==> src/hw/rtl/bcd_pkg.sv <==
package bcd_pkg;

    localparam int unsigned DEF_CACHE_SLOTS       = 64;
    localparam int unsigned DEF_FILE_ID_BITS      = 8;
    localparam int unsigned DEF_BLOCK_NUMBER_BITS = 32;

    localparam logic [1:0] REQ_READ  = 2'd0;
    localparam logic [1:0] REQ_WRITE = 2'd1;
    localparam logic [1:0] REQ_FLUSH = 2'd2;
    localparam logic [1:0] REQ_CLOSE = 2'd3;

    localparam logic [15:0] LFSR_TAPS = 16'hB400;
    localparam logic [15:0] LFSR_ONE  = 16'd1;

    typedef struct packed {
        logic [1:0]  req_type;
        logic [7:0]  file_id;
        logic [31:0] block_number;
        logic        full_block;
    } req_t;

    typedef struct packed {
        logic        hit;
        logic [5:0]  slot;
        logic        need_fill;
        logic        writeback_needed;
        logic [7:0]  writeback_file;
        logic [31:0] writeback_block;
        logic        last;
    } rsp_t;

    // controller to datapath
    typedef struct packed {
        logic capture;
        logic victim_prep;
        logic access;
        logic flush_step;
    } cmd_t;

    // datapath to controller
    typedef struct packed {
        logic flush_done;
    } stat_t;

    function automatic logic [15:0] lfsr_step(input logic [15:0] s);
        logic [15:0] sh;
        sh = s >> 1;
        return s[0] ? (sh ^ LFSR_TAPS) : sh;
    endfunction

endpackage

==> src/hw/rtl/bcd_ctrl.sv <==
module bcd_ctrl import bcd_pkg::*;
(
    input  logic       clk,
    input  logic       rst_n,
    input  logic       start,
    input  logic [1:0] start_type,
    input  stat_t      stat,
    output cmd_t       cmd,
    output logic       busy
);

    localparam logic [1:0] ST_IDLE  = 2'd0;
    localparam logic [1:0] ST_PREP  = 2'd1;
    localparam logic [1:0] ST_ACC   = 2'd2;
    localparam logic [1:0] ST_FLUSH = 2'd3;

    logic [1:0] state_reg;
    logic [1:0] state_next;

    always_comb
    begin
        state_next = state_reg;
        cmd        = '0;
        case (state_reg)
            ST_IDLE:
            begin
                if (start)
                begin
                    cmd.capture = 1'b1;
                    state_next  = (start_type inside {REQ_FLUSH, REQ_CLOSE}) ? ST_FLUSH
                                                                              : ST_PREP;
                end
            end
            ST_PREP:
            begin
                cmd.victim_prep = 1'b1;
                state_next      = ST_ACC;
            end
            ST_ACC:
            begin
                cmd.access = 1'b1;
                state_next = ST_IDLE;
            end
            ST_FLUSH:
            begin
                cmd.flush_step = 1'b1;
                if (stat.flush_done)
                begin
                    state_next = ST_IDLE;
                end
            end
            default:
            begin
                state_next = ST_IDLE;
            end
        endcase
    end

    always_ff @(posedge clk or negedge rst_n)
    begin
        if (!rst_n)
        begin
            state_reg <= ST_IDLE;
        end
        else
        begin
            state_reg <= state_next;
        end
    end

    assign busy = (state_reg != ST_IDLE);

endmodule

==> config.mk <==
export PLATFORM = sky130hd
export DESIGN_NAME = bcd_ctrl
export DESIGN_NICKNAME = d
export VERILOG_FILES = /design/src/hw/rtl/bcd_pkg.sv /design/src/hw/rtl/bcd_ctrl.sv
export SDC_FILE = /design/constraint.sdc
export NUM_CORES = 1
export LEC_CHECK = 0
export ABC_AREA = 1
export BUFFER_PORTS_ARGS = -buffer_cell sky130_fd_sc_hd__buf_2
export CORE_AREA = 2 2 39 41
export DETAILED_ROUTE_END_ITERATION = 8
export DIE_AREA = 0 0 41 43
export PLACE_DENSITY = 0.36
export SYNTH_ARGS = -nofsm -noshare
export SYNTH_HDL_FRONTEND = slang
export SYNTH_SLANG_ARGS = --single-unit
==> constraint.sdc <==
create_clock -name clk -period 1.75 [get_ports clk]
set_input_delay 0.4375 -clock clk [delete_from_list [all_inputs] [get_ports clk]]
set_output_delay 0.4375 -clock clk [all_outputs]
set_load 0.01 [all_outputs]
# Word-level counts from Yosys, hierarchy flattened
# Cells that the tools add are included.
[classes]
n_eq_ne = 7
n_mux = 9
reduce_logical = 4
[op_table]
columns = ["operator", "n"]
rows = [
  ["== test 2 bit (second input constant)", 4],
  ["one-hot mux 2 bit (4 select lines)", 1],
  ["2-to-1 mux 2 bit", 3],
  ["2-to-1 mux 1 bit", 5],
  ["inequality test 2 bit (second input constant)", 2],
  ["nonzero test 2 bit", 2],
  ["== test 2 x 1 -> 1 bit (second input constant)", 1],
  ["logical NOT 2 bit", 1],
  ["AND reduction 2 bit", 1],
]
[totals]
ff_bits = 2
in_bits = 6
elab_cells = 21
out_inout_bits = 5

# Depth between registers and ports, before layout
[depth]
depth_word = 5
mapped_depth = 3
mapped_depth_nobuf = 3

# Worst setup path before layout
# Ideal clock, no wire load.
[synth_path]
path_kind = "register to output"
start = "reg state_reg[1]"
end = "out cmd[3] in the netlist's numbering"
slack_ns = 0.596
t_required_ns = 1.312
arrival_time_ns = 0.716
stages_incl_launch_ff = 4
path_buffers = 0
path_cell_list = "dfrtp_1 -> inv_2 -> nand2_2 -> nor2_1"
[synth_lines]
columns = ["item", "line", "text"]
rows = [
  ["start, declared", "bcd_ctrl.sv:17", "logic [1:0] state_reg;"],
  ["start signal, assigned", "bcd_ctrl.sv:67", "state_reg <= state_next;"],
  ["end, declared", "bcd_ctrl.sv:8", "output cmd_t cmd,"],
]

==> results.md <==
- Postcts setup bufs: 0
- Max-Cap Viols: 0
- Initial antenna violation count: 0
- Number of global-route vias before repair: 165
- Arr. time, crit path: 0.98 ns
- Status: finished clean
- Starting Density: 8.499%
- Clk_lat worst skew: 0.22 ns
- Critical Path Source Type: register
- First drt pass iteration count: 2
- Root buffer cell: clkbuf_4
- Via count: 147
- Die Area: 1763 sq um
- Max reg flops: 2
- Hold Startpoint: start_type[1]
- Mapped cell area: 117.6 sq um
- Power Dens Cells: 1613 nW/um^2
- Final period util: 80.79%
- Reg2Reg Setup Slack: 1.01 ns
- Hold EP: state_reg[1]$_DFFE_PN0P_
- Worst Hold Class: in2reg
- GR Util met1: 5.466%
- Post-synth EDFFs: 0
- Clk sinks: 2
- Syn Inst Count: 17
- Gr ovfl total: 0
- Synth unique cells: 8
- Leak Pwr: 0.1383 nW
- Final number of setup-violating endpoints: 0
- Ys async rst share: 100.0%
- Area Growth Syn to Fin: 82.98%
- FILL cells: 172
- Delay-heaviest family, CP: flip-flops
- Max FO, Critical Path: 4
- Max IR drop VDD: 0.2455 mV
- ANT nets after route: 0
- Most common cell in the netlist: inv_1
- Hpwl dp: 255.3 um
- Slew @ Worst Pin: 0.1417 ns
- Critical Path Max Stage Delay: 0.39 ns
- Syn nets: 23
- TritonCTS buffer count: 3
- CP cell instances: inv_2 > nand2_2 > nor2_1 > buf_2
- Global route hottest layer: met4
- Post-synthesis register bit count: 2
- DIE HEIGHT: 43 um
- Max Clock Freq: 0.7073 GHz
- Yosys warnings: 0
- Critical path buffers and inverters: 2
- GR Util All Layers: 5.723%
- Critical Path End Type: output port
- Share of layout cells above drive strength 1: 50.00%
- DR iter-0 viols: 1
- Number of cell rows: 14
- Worst r2r dst: state_reg[1]$_DFFE_PN0P_
- Sequential share of the synthesized area: 42.55%
- Met2 Usage GRT: 5.625%
- Wire length per cell: 6.674 um
- N_diodes: 0
- IO Count: 11
- Final worst setup slack: 0.3361 ns
- Top-area cell type share of the netlist area: 42.55%
- Clk slew on worst S/H paths: 0.03 ns
- Nets: 38
- Max-slew headroom: 90.55%
- Final setup TNS: 0 ns
- Clock skew: 0.001169 ns
- Synth Flop Type: dfrtp_1
- Top post-synthesis cells by count: inv_1 (5), nand3_1 (3), dfrtp_1 (2), nand2_1 (2), nor2_1 (2)
- CTS tree: done
- Synth top area cells: dfrtp_1 (43%), inv_1 (16%), nand3_1 (13%)
- Final Critical Period: 1.414 ns
- CP max-delay cell: dfrtp_1
- DRC Markers: 0
- RSZ-0062 raised after global routing: false
- Drt total wl: 307 um
- # port buffers: 9
- Vias per Instance: 3.196
- Hold Path Stages: 3
- Die X: 41 um
- Setup slack at placement: 0.5151 ns
- Largest net degree at the start of global routing: 6
- Syn_area_per_cell: 6.918 sq um
- Reg2Reg Depth: 2
- FF-to-FF Start: state_reg[0]$_DFFE_PN0P_
- Max Transition Viols Final: 0
- Synth area leader: dfrtp_1
- Max H-tree Level: 1
- CTS Buffer Depth: 2
- RD Place Congestion: 0.5764
- First-pass GRT wire length: 565 um
- Core region area: 1384 sq um
- Req. time, crit path: 1.31 ns
- CP Class: reg2out
- Final Hold Fails: 0
- Met3 GRT Util: 3.665%
-- final cells by class --
cell class	count	area, sq um	area share [%]
well taps	16	20.02	9.302
flip-flops and latches	2	50.05	23.26
repair buffers	10	55.05	25.58
clock buffers	3	22.52	10.47
inverters	6	22.52	10.47
multi-input cells	9	45.04	20.93
-- per-stage QoR --
step	util [%]	total power [W]	cells	instance area, sq um	hold slack [ns]
6_report	15.55	0.0003470	46	215.2	0.4769
3_5_place_dp	13.20	0.0002496	42	182.7	0.2256
4_1_cts	15.55	0.0003607	46	215.2	0.4717
3_3_place_gp	13.20	0.0002502	42	182.7	0.2247
2_1_floorplan	-	0.0001848	17	117.6	0.1419
5_1_grt	15.55	0.0003972	46	215.2	0.4896
-- cells in the final DEF, fill, tap and decap left out, drive strengths merged --
master,n
clkbuf,3
buf,9
nand2,3
inv,6
dfrtp,2
o21ai,1
nor2,2
nand3,3
dlygate4sd3,1
-- worst reg2reg max path, delay by kind of cell, from the launching register on --
family,cells,cell delay (ns)
DFF,1,0.40
and+or+nand+nor,2,0.22
-- cells by family (layout without fill, tap and decap cells) --
| logic type | Yosys count | after routing | synth area share [%] |
|---|---|---|---|
| AO/OA/AOI/OAI | 1 | 1 | 7.448 |
| buffers and inverters | 6 | 19 | 19.15 |
| flip-flops | 2 | 2 | 42.55 |
| AND/OR/NAND/NOR | 8 | 8 | 30.86 |
-- where the power goes --
| part | internal (W) | leakage [nW] | switching, W |
|---|---|---|---|
| Clock | 0.0000756 | 0.0138 | 0.0000257 |
| Sequential | 0.0000673 | 0.0252 | 0.0000203 |
| Combinational | 0.0000653 | 0.0993 | 0.0000928 |
| Total | 0.000208 | 0.138 | 0.000139 |
-- worst max-delay path by stage --
stage,start,endpoint,cells past startpoint,slack (ns)
floorplan,state_reg[1]$_DFFE_PN0P_,cmd[3],3,0.60
global placement,start,cmd[3],4,0.51
detailed placement,start,cmd[3],4,0.52
CTS,state_reg[1]$_DFFE_PN0P_,cmd[3],4,0.31
global route,state_reg[0]$_DFFE_PN0P_,cmd[3],4,0.21
finish,state_reg[1]$_DFFE_PN0P_,cmd[3],4,0.34
-- timing repair --
action	CTS	global route
hold buffers	1	0
hold endpoints to repair	2	0
gates resized for setup	0	0
-- routing by layer --
| layer | routed length, um | share of wire [%] | vias up |
|---|---|---|---|
| met5 | 0 | 0 | - |
| met4 | 0 | 0 | 0 |
| met3 | 21 | 6.8 | 0 |
| met2 | 151 | 49 | 5 |
| met1 | 135 | 44 | 63 |
| li1 | - | - | 79 |
Note: power is estimated with default switching activity, not from simulation.
